`src/tak_pkg.sv`:
```
// shared types, codes and constants of the telnet key input decoder
package tak_pkg;

  // parser phase codes
  localparam logic [3:0] PH_IDLE         = 4'd0;
  localparam logic [3:0] PH_ESC          = 4'd1;
  localparam logic [3:0] PH_ESC_BR       = 4'd2;
  localparam logic [3:0] PH_IAC          = 4'd3;
  localparam logic [3:0] PH_NEG          = 4'd4;
  localparam logic [3:0] PH_SB           = 4'd5;
  localparam logic [3:0] PH_NAWS_DATA    = 4'd6;
  localparam logic [3:0] PH_NAWS_FF      = 4'd7;
  localparam logic [3:0] PH_NAWS_END     = 4'd8;
  localparam logic [3:0] PH_NAWS_END_IAC = 4'd9;
  localparam logic [3:0] PH_SKIP         = 4'd10;
  localparam logic [3:0] PH_SKIP_IAC     = 4'd11;

  // received byte values
  localparam logic [7:0] B_ESC    = 8'h1B;
  localparam logic [7:0] B_CR     = 8'h0D;
  localparam logic [7:0] B_SPACE  = 8'h20;
  localparam logic [7:0] B_BRACK  = 8'h5B;
  localparam logic [7:0] B_UP     = 8'h41;
  localparam logic [7:0] B_DOWN   = 8'h42;
  localparam logic [7:0] B_RIGHT  = 8'h43;
  localparam logic [7:0] B_LEFT   = 8'h44;
  localparam logic [7:0] B_IAC    = 8'hFF;
  localparam logic [7:0] B_WILL   = 8'd251;
  localparam logic [7:0] B_WONT   = 8'd252;
  localparam logic [7:0] B_DO     = 8'd253;
  localparam logic [7:0] B_DONT   = 8'd254;
  localparam logic [7:0] B_SB     = 8'd250;
  localparam logic [7:0] B_SE     = 8'd240;
  localparam logic [7:0] OPT_NAWS = 8'd31;

  // other_keys bit positions
  localparam int K_SPACE = 0;
  localparam int K_ENTER = 1;
  localparam int K_ESC   = 2;
  localparam int K_UP    = 3;
  localparam int K_DOWN  = 4;
  localparam int K_LEFT  = 5;
  localparam int K_RIGHT = 6;

  // configuration register indexes and reset values
  localparam logic [1:0] REG_MIN_COLS = 2'd0;
  localparam logic [1:0] REG_MAX_COLS = 2'd1;
  localparam logic [1:0] REG_MIN_ROWS = 2'd2;
  localparam logic [1:0] REG_MAX_ROWS = 2'd3;
  localparam logic [15:0] RST_MIN_COLS = 16'd80;
  localparam logic [15:0] RST_MAX_COLS = 16'd200;
  localparam logic [15:0] RST_MIN_ROWS = 16'd24;
  localparam logic [15:0] RST_MAX_ROWS = 16'd200;

  // number of size bytes in a window size report
  localparam logic [2:0] NAWS_BYTES = 3'd4;

  typedef struct packed {
    logic        command;
    logic [7:0]  data_byte;
    logic        last_of_buffer;
  } in_item_t;

  typedef struct packed {
    logic [25:0] letter_keys;
    logic [9:0]  digit_keys;
    logic [6:0]  other_keys;
    logic        window_size_enabled;
    logic        resize_valid;
    logic [15:0] width_cols;
    logic [15:0] height_rows;
  } out_item_t;

endpackage

```
`src/tak_intf.sv`:
```
// valid/ready channel interfaces for input bytes and decoded results
interface tak_in_if;
  logic        valid;
  logic        ready;
  logic        command;
  logic [7:0]  data_byte;
  logic        last_of_buffer;

  modport source (output valid, command, data_byte, last_of_buffer, input ready);
  modport sink (input valid, command, data_byte, last_of_buffer, output ready);
endinterface

interface tak_out_if;
  logic        valid;
  logic        ready;
  logic [25:0] letter_keys;
  logic [9:0]  digit_keys;
  logic [6:0]  other_keys;
  logic        window_size_enabled;
  logic        resize_valid;
  logic [15:0] width_cols;
  logic [15:0] height_rows;

  modport source (output valid, letter_keys, digit_keys, other_keys, window_size_enabled,
                  resize_valid, width_cols, height_rows, input ready);
  modport sink (input valid, letter_keys, digit_keys, other_keys, window_size_enabled,
                resize_valid, width_cols, height_rows, output ready);
endinterface

```
`src/telnet_ansi_key_input_decoder_top.sv`:
```
// top level of the telnet key input decoder: parser, sticky flags, clamp, config regs
//
//  channel | direction | handshake              | payload
//  in_ch   | in        | valid/ready            | command, data_byte, last_of_buffer
//  out_ch  | out       | valid/ready            | key flags, naws flag, resize, size
//  cfg_*   | in        | apb write, pready high | min/max cols and rows, 16 bit each
//
// one byte per cycle unless a full, unread output register holds off in_ch: each transfer
// is decoded in the cycle it is taken and the result lands in the output register at that edge
// the output register frees in the same cycle it is taken, so a stalled out_ch
// holds off in_ch only while the register is full and not being read
// synchronous active-low reset clears parser state, flags and config registers
module telnet_ansi_key_input_decoder_top (
  input  logic        clk,
  input  logic        rst_n,
  tak_in_if.sink      in_ch,
  tak_out_if.source   out_ch,
  input  logic        cfg_psel,
  input  logic        cfg_penable,
  input  logic        cfg_pwrite,
  input  logic [3:0]  cfg_paddr,
  input  logic [31:0] cfg_pwdata,
  output logic [31:0] cfg_prdata,
  output logic        cfg_pready
);

  // parser and flag state
  logic [3:0]  phase_r,     phase_nxt;
  logic        neg_will_r,  neg_will_nxt;
  logic [31:0] size_sh_r,   size_sh_nxt;
  logic [2:0]  size_cnt_r,  size_cnt_nxt;
  logic [25:0] letters_r,   letters_nxt;
  logic [9:0]  digits_r,    digits_nxt;
  logic [6:0]  others_r,    others_nxt;
  logic        naws_on_r,   naws_on_nxt;

  // config registers
  logic [15:0] min_cols_r, max_cols_r, min_rows_r, max_rows_r;

  // output register
  logic              out_valid_r;
  tak_pkg::out_item_t out_r, out_nxt;

  logic        in_fire;
  logic        cfg_wr;
  logic [1:0]  cfg_idx;
  logic        resized;
  logic [15:0] cols_raw, rows_raw, cols_cl, rows_cl;

  assign in_ch.ready = !out_valid_r || out_ch.ready;
  assign in_fire     = in_ch.valid && in_ch.ready;

  // config port
  assign cfg_pready = 1'b1;
  assign cfg_idx    = cfg_paddr[3:2];
  assign cfg_wr     = cfg_psel && cfg_penable && cfg_pwrite && cfg_pready;

  always_comb begin
    case (cfg_idx)
      tak_pkg::REG_MIN_COLS: cfg_prdata = {16'd0, min_cols_r};
      tak_pkg::REG_MAX_COLS: cfg_prdata = {16'd0, max_cols_r};
      tak_pkg::REG_MIN_ROWS: cfg_prdata = {16'd0, min_rows_r};
      tak_pkg::REG_MAX_ROWS: cfg_prdata = {16'd0, max_rows_r};
      default:               cfg_prdata = 32'd0;
    endcase
  end

  always_ff @(posedge clk) begin
    if (!rst_n) begin
      min_cols_r <= tak_pkg::RST_MIN_COLS;
      max_cols_r <= tak_pkg::RST_MAX_COLS;
      min_rows_r <= tak_pkg::RST_MIN_ROWS;
      max_rows_r <= tak_pkg::RST_MAX_ROWS;
    end else if (cfg_wr) begin
      case (cfg_idx)
        tak_pkg::REG_MIN_COLS: min_cols_r <= cfg_pwdata[15:0];
        tak_pkg::REG_MAX_COLS: max_cols_r <= cfg_pwdata[15:0];
        tak_pkg::REG_MIN_ROWS: min_rows_r <= cfg_pwdata[15:0];
        tak_pkg::REG_MAX_ROWS: max_rows_r <= cfg_pwdata[15:0];
        default: ;
      endcase
    end
  end

  // byte decode: a byte may fall through at most three phases
  // (end of report, then telnet command, then plain data)
  always_comb begin
    logic [7:0] b;
    logic       redo;
    b            = in_ch.data_byte;
    phase_nxt    = phase_r;
    neg_will_nxt = neg_will_r;
    size_sh_nxt  = size_sh_r;
    size_cnt_nxt = size_cnt_r;
    letters_nxt  = letters_r;
    digits_nxt   = digits_r;
    others_nxt   = others_r;
    naws_on_nxt  = naws_on_r;
    resized      = 1'b0;
    redo         = 1'b1;

    if (in_ch.command) begin
      // clear command: only the sticky key flags
      letters_nxt = '0;
      digits_nxt  = '0;
      others_nxt  = '0;
    end else begin
      for (int pass = 0; pass < 3; pass++) begin
        if (redo) begin
          redo = 1'b0;
          case (phase_nxt)
            tak_pkg::PH_ESC: begin
              if (b == tak_pkg::B_BRACK) begin
                phase_nxt = tak_pkg::PH_ESC_BR;
              end else begin
                others_nxt[tak_pkg::K_ESC] = 1'b1;
                phase_nxt = tak_pkg::PH_IDLE;
                redo = 1'b1;
              end
            end
            tak_pkg::PH_ESC_BR: begin
              phase_nxt = tak_pkg::PH_IDLE;
              if (b == tak_pkg::B_UP)         others_nxt[tak_pkg::K_UP]    = 1'b1;
              else if (b == tak_pkg::B_DOWN)  others_nxt[tak_pkg::K_DOWN]  = 1'b1;
              else if (b == tak_pkg::B_RIGHT) others_nxt[tak_pkg::K_RIGHT] = 1'b1;
              else if (b == tak_pkg::B_LEFT)  others_nxt[tak_pkg::K_LEFT]  = 1'b1;
              else begin
                others_nxt[tak_pkg::K_ESC] = 1'b1;
                redo = 1'b1;
              end
            end
            tak_pkg::PH_IAC: begin
              if (b == tak_pkg::B_IAC) begin
                phase_nxt = tak_pkg::PH_IDLE;
              end else if (b inside {tak_pkg::B_WILL, tak_pkg::B_WONT,
                                     tak_pkg::B_DO, tak_pkg::B_DONT}) begin
                neg_will_nxt = (b == tak_pkg::B_WILL);
                phase_nxt = tak_pkg::PH_NEG;
              end else if (b == tak_pkg::B_SB) begin
                phase_nxt = tak_pkg::PH_SB;
              end else begin
                phase_nxt = tak_pkg::PH_IDLE;
                redo = 1'b1;
              end
            end
            tak_pkg::PH_NEG: begin
              if (b == tak_pkg::OPT_NAWS) naws_on_nxt = neg_will_nxt;
              phase_nxt = tak_pkg::PH_IDLE;
            end
            tak_pkg::PH_SB: begin
              if (b == tak_pkg::OPT_NAWS) begin
                size_sh_nxt  = '0;
                size_cnt_nxt = '0;
                phase_nxt    = tak_pkg::PH_NAWS_DATA;
              end else begin
                phase_nxt = tak_pkg::PH_SKIP;
              end
            end
            tak_pkg::PH_NAWS_DATA, tak_pkg::PH_NAWS_FF: begin
              if (phase_nxt == tak_pkg::PH_NAWS_DATA && b == tak_pkg::B_IAC) begin
                phase_nxt = tak_pkg::PH_NAWS_FF;
              end else if (phase_nxt == tak_pkg::PH_NAWS_FF && b != tak_pkg::B_IAC) begin
                // undoubled 0xff: that byte was a telnet command after all
                phase_nxt = tak_pkg::PH_IAC;
                redo = 1'b1;
              end else begin
                size_sh_nxt  = {size_sh_nxt[23:0], b};
                size_cnt_nxt = size_cnt_nxt + 3'd1;
                phase_nxt    = (size_cnt_nxt >= tak_pkg::NAWS_BYTES) ?
                               tak_pkg::PH_NAWS_END : tak_pkg::PH_NAWS_DATA;
              end
            end
            tak_pkg::PH_NAWS_END: begin
              if (b == tak_pkg::B_IAC) begin
                phase_nxt = tak_pkg::PH_NAWS_END_IAC;
              end else begin
                phase_nxt = tak_pkg::PH_IDLE;
                redo = 1'b1;
              end
            end
            tak_pkg::PH_NAWS_END_IAC: begin
              if (b == tak_pkg::B_SE) begin
                phase_nxt = tak_pkg::PH_IDLE;
                resized = 1'b1;
              end else begin
                phase_nxt = tak_pkg::PH_IAC;
                redo = 1'b1;
              end
            end
            tak_pkg::PH_SKIP: begin
              if (b == tak_pkg::B_IAC) phase_nxt = tak_pkg::PH_SKIP_IAC;
            end
            tak_pkg::PH_SKIP_IAC: begin
              phase_nxt = (b == tak_pkg::B_SE) ? tak_pkg::PH_IDLE : tak_pkg::PH_SKIP;
            end
            default: begin
              // plain data byte
              phase_nxt = tak_pkg::PH_IDLE;
              if (b == tak_pkg::B_SPACE) begin
                others_nxt[tak_pkg::K_SPACE] = 1'b1;
              end else if (b inside {[8'h41:8'h5A], [8'h61:8'h7A]}) begin
                // low five bits run from 1 for a/A up to 26 for z/Z
                letters_nxt[5'(b[4:0] - 5'd1)] = 1'b1;
              end else if (b inside {[8'h30:8'h39]}) begin
                digits_nxt[b[3:0]] = 1'b1;
              end else if (b == tak_pkg::B_CR) begin
                others_nxt[tak_pkg::K_ENTER] = 1'b1;
              end else if (b == tak_pkg::B_ESC) begin
                phase_nxt = tak_pkg::PH_ESC;
              end else if (b == tak_pkg::B_IAC) begin
                phase_nxt = tak_pkg::PH_IAC;
              end
            end
          endcase
        end
      end

      // end of buffer drops any partial sequence, a pending escape counts as esc
      if (in_ch.last_of_buffer) begin
        if (phase_nxt == tak_pkg::PH_ESC || phase_nxt == tak_pkg::PH_ESC_BR) begin
          others_nxt[tak_pkg::K_ESC] = 1'b1;
        end
        phase_nxt    = tak_pkg::PH_IDLE;
        size_cnt_nxt = '0;
      end
    end
  end

  // clamp of the reported size
  assign cols_raw = size_sh_nxt[31:16];
  assign rows_raw = size_sh_nxt[15:0];
  assign cols_cl  = (cols_raw < min_cols_r) ? min_cols_r :
                    (cols_raw > max_cols_r) ? max_cols_r : cols_raw;
  assign rows_cl  = (rows_raw < min_rows_r) ? min_rows_r :
                    (rows_raw > max_rows_r) ? max_rows_r : rows_raw;

  // result assembly
  always_comb begin
    out_nxt.letter_keys         = letters_nxt;
    out_nxt.digit_keys          = digits_nxt;
    out_nxt.other_keys          = others_nxt;
    out_nxt.window_size_enabled = naws_on_nxt;
    out_nxt.resize_valid        = resized;
    out_nxt.width_cols          = resized ? cols_cl : 16'd0;
    out_nxt.height_rows         = resized ? rows_cl : 16'd0;
  end

  // state and output registers
  always_ff @(posedge clk) begin
    if (!rst_n) begin
      phase_r     <= tak_pkg::PH_IDLE;
      neg_will_r  <= 1'b0;
      size_sh_r   <= '0;
      size_cnt_r  <= '0;
      letters_r   <= '0;
      digits_r    <= '0;
      others_r    <= '0;
      naws_on_r   <= 1'b0;
      out_valid_r <= 1'b0;
    end else begin
      if (in_fire) begin
        phase_r    <= phase_nxt;
        neg_will_r <= neg_will_nxt;
        size_sh_r  <= size_sh_nxt;
        size_cnt_r <= size_cnt_nxt;
        letters_r  <= letters_nxt;
        digits_r   <= digits_nxt;
        others_r   <= others_nxt;
        naws_on_r  <= naws_on_nxt;
      end
      if (in_fire) begin
        out_valid_r <= 1'b1;
      end else if (out_ch.ready) begin
        out_valid_r <= 1'b0;
      end
    end
  end

  always_ff @(posedge clk) begin
    if (in_fire) out_r <= out_nxt;
  end

  assign out_ch.valid               = out_valid_r;
  assign out_ch.letter_keys         = out_r.letter_keys;
  assign out_ch.digit_keys          = out_r.digit_keys;
  assign out_ch.other_keys          = out_r.other_keys;
  assign out_ch.window_size_enabled = out_r.window_size_enabled;
  assign out_ch.resize_valid        = out_r.resize_valid;
  assign out_ch.width_cols          = out_r.width_cols;
  assign out_ch.height_rows         = out_r.height_rows;

endmodule

```
`src/flat_wrapper.sv`:
```
// flat-port wrapper written by rule: the top's interface ports become plain ports
module telnet_ansi_key_input_decoder_top_flat 
  (clk, rst_n, cfg_psel, cfg_penable, cfg_pwrite, cfg_paddr, cfg_pwdata, cfg_prdata, cfg_pready, in_ch_valid, in_ch_command, in_ch_data_byte, in_ch_last_of_buffer, in_ch_ready, out_ch_valid, out_ch_letter_keys, out_ch_digit_keys, out_ch_other_keys, out_ch_window_size_enabled, out_ch_resize_valid, out_ch_width_cols, out_ch_height_rows, out_ch_ready);
  tak_in_if in_ch_i ();
  tak_out_if out_ch_i ();
  input  logic clk;
  input  logic rst_n;
  input  logic cfg_psel;
  input  logic cfg_penable;
  input  logic cfg_pwrite;
  input  logic [3:0] cfg_paddr;
  input  logic [31:0] cfg_pwdata;
  output logic [31:0] cfg_prdata;
  output logic cfg_pready;
  input wire logic [$bits(in_ch_i.valid)-1:0] in_ch_valid;
  input wire logic [$bits(in_ch_i.command)-1:0] in_ch_command;
  input wire logic [$bits(in_ch_i.data_byte)-1:0] in_ch_data_byte;
  input wire logic [$bits(in_ch_i.last_of_buffer)-1:0] in_ch_last_of_buffer;
  output wire logic [$bits(in_ch_i.ready)-1:0] in_ch_ready;
  output wire logic [$bits(out_ch_i.valid)-1:0] out_ch_valid;
  output wire logic [$bits(out_ch_i.letter_keys)-1:0] out_ch_letter_keys;
  output wire logic [$bits(out_ch_i.digit_keys)-1:0] out_ch_digit_keys;
  output wire logic [$bits(out_ch_i.other_keys)-1:0] out_ch_other_keys;
  output wire logic [$bits(out_ch_i.window_size_enabled)-1:0] out_ch_window_size_enabled;
  output wire logic [$bits(out_ch_i.resize_valid)-1:0] out_ch_resize_valid;
  output wire logic [$bits(out_ch_i.width_cols)-1:0] out_ch_width_cols;
  output wire logic [$bits(out_ch_i.height_rows)-1:0] out_ch_height_rows;
  input wire logic [$bits(out_ch_i.ready)-1:0] out_ch_ready;
  assign in_ch_i.valid = in_ch_valid;
  assign in_ch_i.command = in_ch_command;
  assign in_ch_i.data_byte = in_ch_data_byte;
  assign in_ch_i.last_of_buffer = in_ch_last_of_buffer;
  assign in_ch_ready = in_ch_i.ready;
  assign out_ch_valid = out_ch_i.valid;
  assign out_ch_letter_keys = out_ch_i.letter_keys;
  assign out_ch_digit_keys = out_ch_i.digit_keys;
  assign out_ch_other_keys = out_ch_i.other_keys;
  assign out_ch_window_size_enabled = out_ch_i.window_size_enabled;
  assign out_ch_resize_valid = out_ch_i.resize_valid;
  assign out_ch_width_cols = out_ch_i.width_cols;
  assign out_ch_height_rows = out_ch_i.height_rows;
  assign out_ch_i.ready = out_ch_ready;
  telnet_ansi_key_input_decoder_top u_core (.clk(clk), .rst_n(rst_n), .in_ch(in_ch_i), .out_ch(out_ch_i), .cfg_psel(cfg_psel), .cfg_penable(cfg_penable), .cfg_pwrite(cfg_pwrite), .cfg_paddr(cfg_paddr), .cfg_pwdata(cfg_pwdata), .cfg_prdata(cfg_prdata), .cfg_pready(cfg_pready));
endmodule
```
`config.mk`:
```
export PLATFORM = sky130hd
export DESIGN_NAME = telnet_ansi_key_input_decoder_top_flat
export DESIGN_NICKNAME = d
export VERILOG_FILES = /design/src/tak_pkg.sv /design/src/tak_intf.sv /design/src/telnet_ansi_key_input_decoder_top.sv /design/src/flat_wrapper.sv
export SDC_FILE = /design/constraint.sdc
export NUM_CORES = 1
export LEC_CHECK = 0
export ABC_AREA = 1
export BUFFER_PORTS_ARGS = -buffer_cell sky130_fd_sc_hd__buf_2
export CAP_MARGIN = 25
export CORE_MARGIN = 2
export CORE_UTILIZATION = 51
export DETAILED_ROUTE_END_ITERATION = 16
export HOLD_SLACK_MARGIN = 0.05
export PLACE_DENSITY = 0.7
export SLEW_MARGIN = 15
export SYNTH_ARGS = -nofsm -noshare
export SYNTH_HDL_FRONTEND = slang
export SYNTH_SLANG_ARGS = --single-unit
```
`constraint.sdc`:
```
create_clock -name clk -period 5.5 [get_ports clk]
set_input_delay 1.375 -clock clk [delete_from_list [all_inputs] [get_ports clk]]
set_output_delay 1.375 -clock clk [all_outputs]
set_load 0.05 [all_outputs]
```
==> qor.txt <==
Setup tns final: 0 ns
First-pass GRT wire length: 54310 µm
Register area share after synthesis: 41.60%
Final Cell Area: 14470 µm²
Starting DRT DRC Count: 1248
Core ar.: 24390 µm²
Post-layout util: 59.34%
Hold WC Path Type: reg2reg
GPL Wtd Cong: 0.9390
Measured slew at the worst slew-check pin: 0.7936 ns
Min Tclk post-route: 4.838 ns
Drt drc: 0
Die area: 26230 µm²
LEAKAGE: 6.586 nW
Vias in the first global route: 10343
Vias per std cell: 5.424
Post-detail-place hpwl: 24860 µm
Skew-Pair Late Insertion Delay: 0.54 ns
Layout cells sized above 1: 13.06%
Largest net degree at the start of global routing: 81
YS warnings: 0
Vias after detailed routing: 11737
Ports: 165
Mapped Area: 12730 µm²
Die Ht: 162.0 µm
Final hold slack: 0.4765 ns
Final wirelength: 34600 µm
P&R area growth vs syn: 13.71%
PostCTS Resize Cnt: 0
Final hold vios: 0
Post-synth top area cell: dfxtp_1
Critical path arrival: 5.22 ns
Worst clock skew: 0.01311 ns
Startpoint Class: input port
Starting Density: 52.18%
Top-count cell post-synth: nand2_1
RSZ-0062 raised after global routing: false
Total CTS buffers: 25
Post-route antenna net violation count: 0
VDD IR max: 0.0001716 V
Cell variety after synth: 45
FF+latch count, synth: 226
Top-area cell type share of the netlist area: 23.44%
Max Clock Freq: 206.7 MHz
Nets: 1935
First-pass detailed-route iteration total: 6
Placed Area: 13610 µm²
GRT Util Overall: 25.63%
Buffers added on ports: 129
Initial antenna violation count: 2
Worst setup EP type: register
Post-Syn Instances: 1713
CP Class: in2reg
Fin. max-slew vios: 0
PD cells: 297.5 nW/µm²
Cell Rows: 57
Synth top cells by count: nand2_1 (300), inv_1 (248), o21ai_0 (209)
Total chip power: 0.004306 W
Cts hold-fix bufs: 0
Die X: 162.0 µm
Clock net sink count: 226
Max capacitance violation total: 0
Post-synth EDFFs: 77
Ys async rst share: 0%
Clock root buffer master: clkbuf_16
CTS Buffer Depth: 3
Total grt overflow: 0
Worst Path Max Fanout: 23
Clk slew on worst S/H paths: 0.06 ns
Final setup viols: 0
Main flop type after synthesis: dfxtp_1
Worst EP required: 5.88 ns
CTS tree: done
Htree depth: 1
Syn avg cell area: 7.430 µm²
Slew HR: 47.02%
Status: complete, no violations
Top post-synthesis cells by area: dfxtp_1 (23%), edfxtp_1 (18%), nand2_1 (8.8%)
Post-CTS setup repair buffer count: 0
Wire per inst: 15.99 µm
Final period utilization: 87.96%
==> flip-flops by register name (all words and copies together), names as in the netlist, 3 cells and up <==
register,cells
u_core.digits_r,10
u_core.letters_r,26
u_core.max_cols_r,16
u_core.max_rows_r,16
u_core.min_cols_r,16
u_core.min_rows_r,16
u_core.others_r,7
u_core.out_ch.digit_keys,10
u_core.out_ch.height_rows,16
u_core.out_ch.letter_keys,26
u_core.out_ch.other_keys,7
u_core.out_ch.width_cols,16
u_core.phase_r,4
u_core.size_cnt_r,3
u_core.size_sh_r,32
==> cells by family after synthesis <==
family / share of synthesized area [%]
compound gates: 21.95
xor+xnor: 0.06883
fa+ha+maj: 6.194
buf+inv: 11.16
flops: 41.60
other cells: 0.05901
simple gates: 18.96
==> report_power, final <==
group	leakage [nW]	switching, W	total (W)	internal (W)
registers	1.99	0.0000196	0.00181	0.00179
logic	4.17	0.000543	0.000740	0.000196
clock network	0.426	0.000683	0.00176	0.00108
total	6.59	0.00125	0.00431	0.00306
==> through the flow <==
step,std cells,worst slack [ns]
floorplan,1728,0.5692
CTS,2162,0.7536
global route,2164,0.4270
finish,2164,0.6620
detailed placement,2116,0.2267
global placement,2116,0.2847
==> area by class of cell <==
| class | count | area (µm²) |
|---|---|---|
| diodes | 2 | 5.005 |
| clock buffers | 34 | 700.7 |
| clock inverters | 12 | 161.4 |
| fillers | 2320 | 9918 |
| inverters | 256 | 962.2 |
| multi-input cells | 1153 | 6075 |
| flip-flops and latches | 226 | 5295 |
| well taps | 324 | 405.4 |
| repair buffers | 157 | 868.3 |
==> worst max-delay path, stage by stage <==
cell and delay (ns):
buf_2 0.12, nand2_1 0.11, nor2_4 0.24, nand2_4 0.14, nand2_4 0.11, nand2_4 0.09, nor2_8 0.33, buf_4 0.22
o22ai_1 0.09, o21ai_0 0.34, inv_1 0.16, ha_1 0.32, nand2_1 0.06, inv_1 0.06, nand3_1 0.07, a31oi_1 0.08
a2111oi_0 0.40, nand2_2 0.37, inv_2 0.29, nor2_1 0.06, nor2_1 0.14
==> cell usage in the layout (no fill, tap or decap), drive strengths merged, types with 28 or more instances in the layout <==
master	Yosys	layout
ha	63	63
buf	32	157
inv	253	255
a211oi	36	36
nand2	314	314
o22ai	32	32
clkbuf	61	34
a21oi	145	145
edfxtp	77	77
nor2	202	202
o21ai	213	213
a31oi	28	28
nand3	35	35
dfxtp	149	149
==> worst paths after layout <==
kind                         from                          end  slack (ns)  cells after the start
min          u_core.letters_r[19]         u_core.letters_r[19]        0.48                      2
max            in_ch_data_byte[4]  u_core.out_ch.width_cols[0]        0.66                     21
max reg2reg     u_core.phase_r[0]  u_core.out_ch.width_cols[0]        1.33                     20
min reg2reg  u_core.letters_r[19]         u_core.letters_r[19]        0.48                      2
==> layer usage <==
metal,vias up,part of all wire [%],GRT usage (%)
li1,5902,-,-
met1,5293,47,38.16
met2,470,43,38.22
met3,72,7.3,3.192
met4,0,3.3,9.372
met5,-,0,0
No activity file was read; power rests on OpenSTA's default activity.
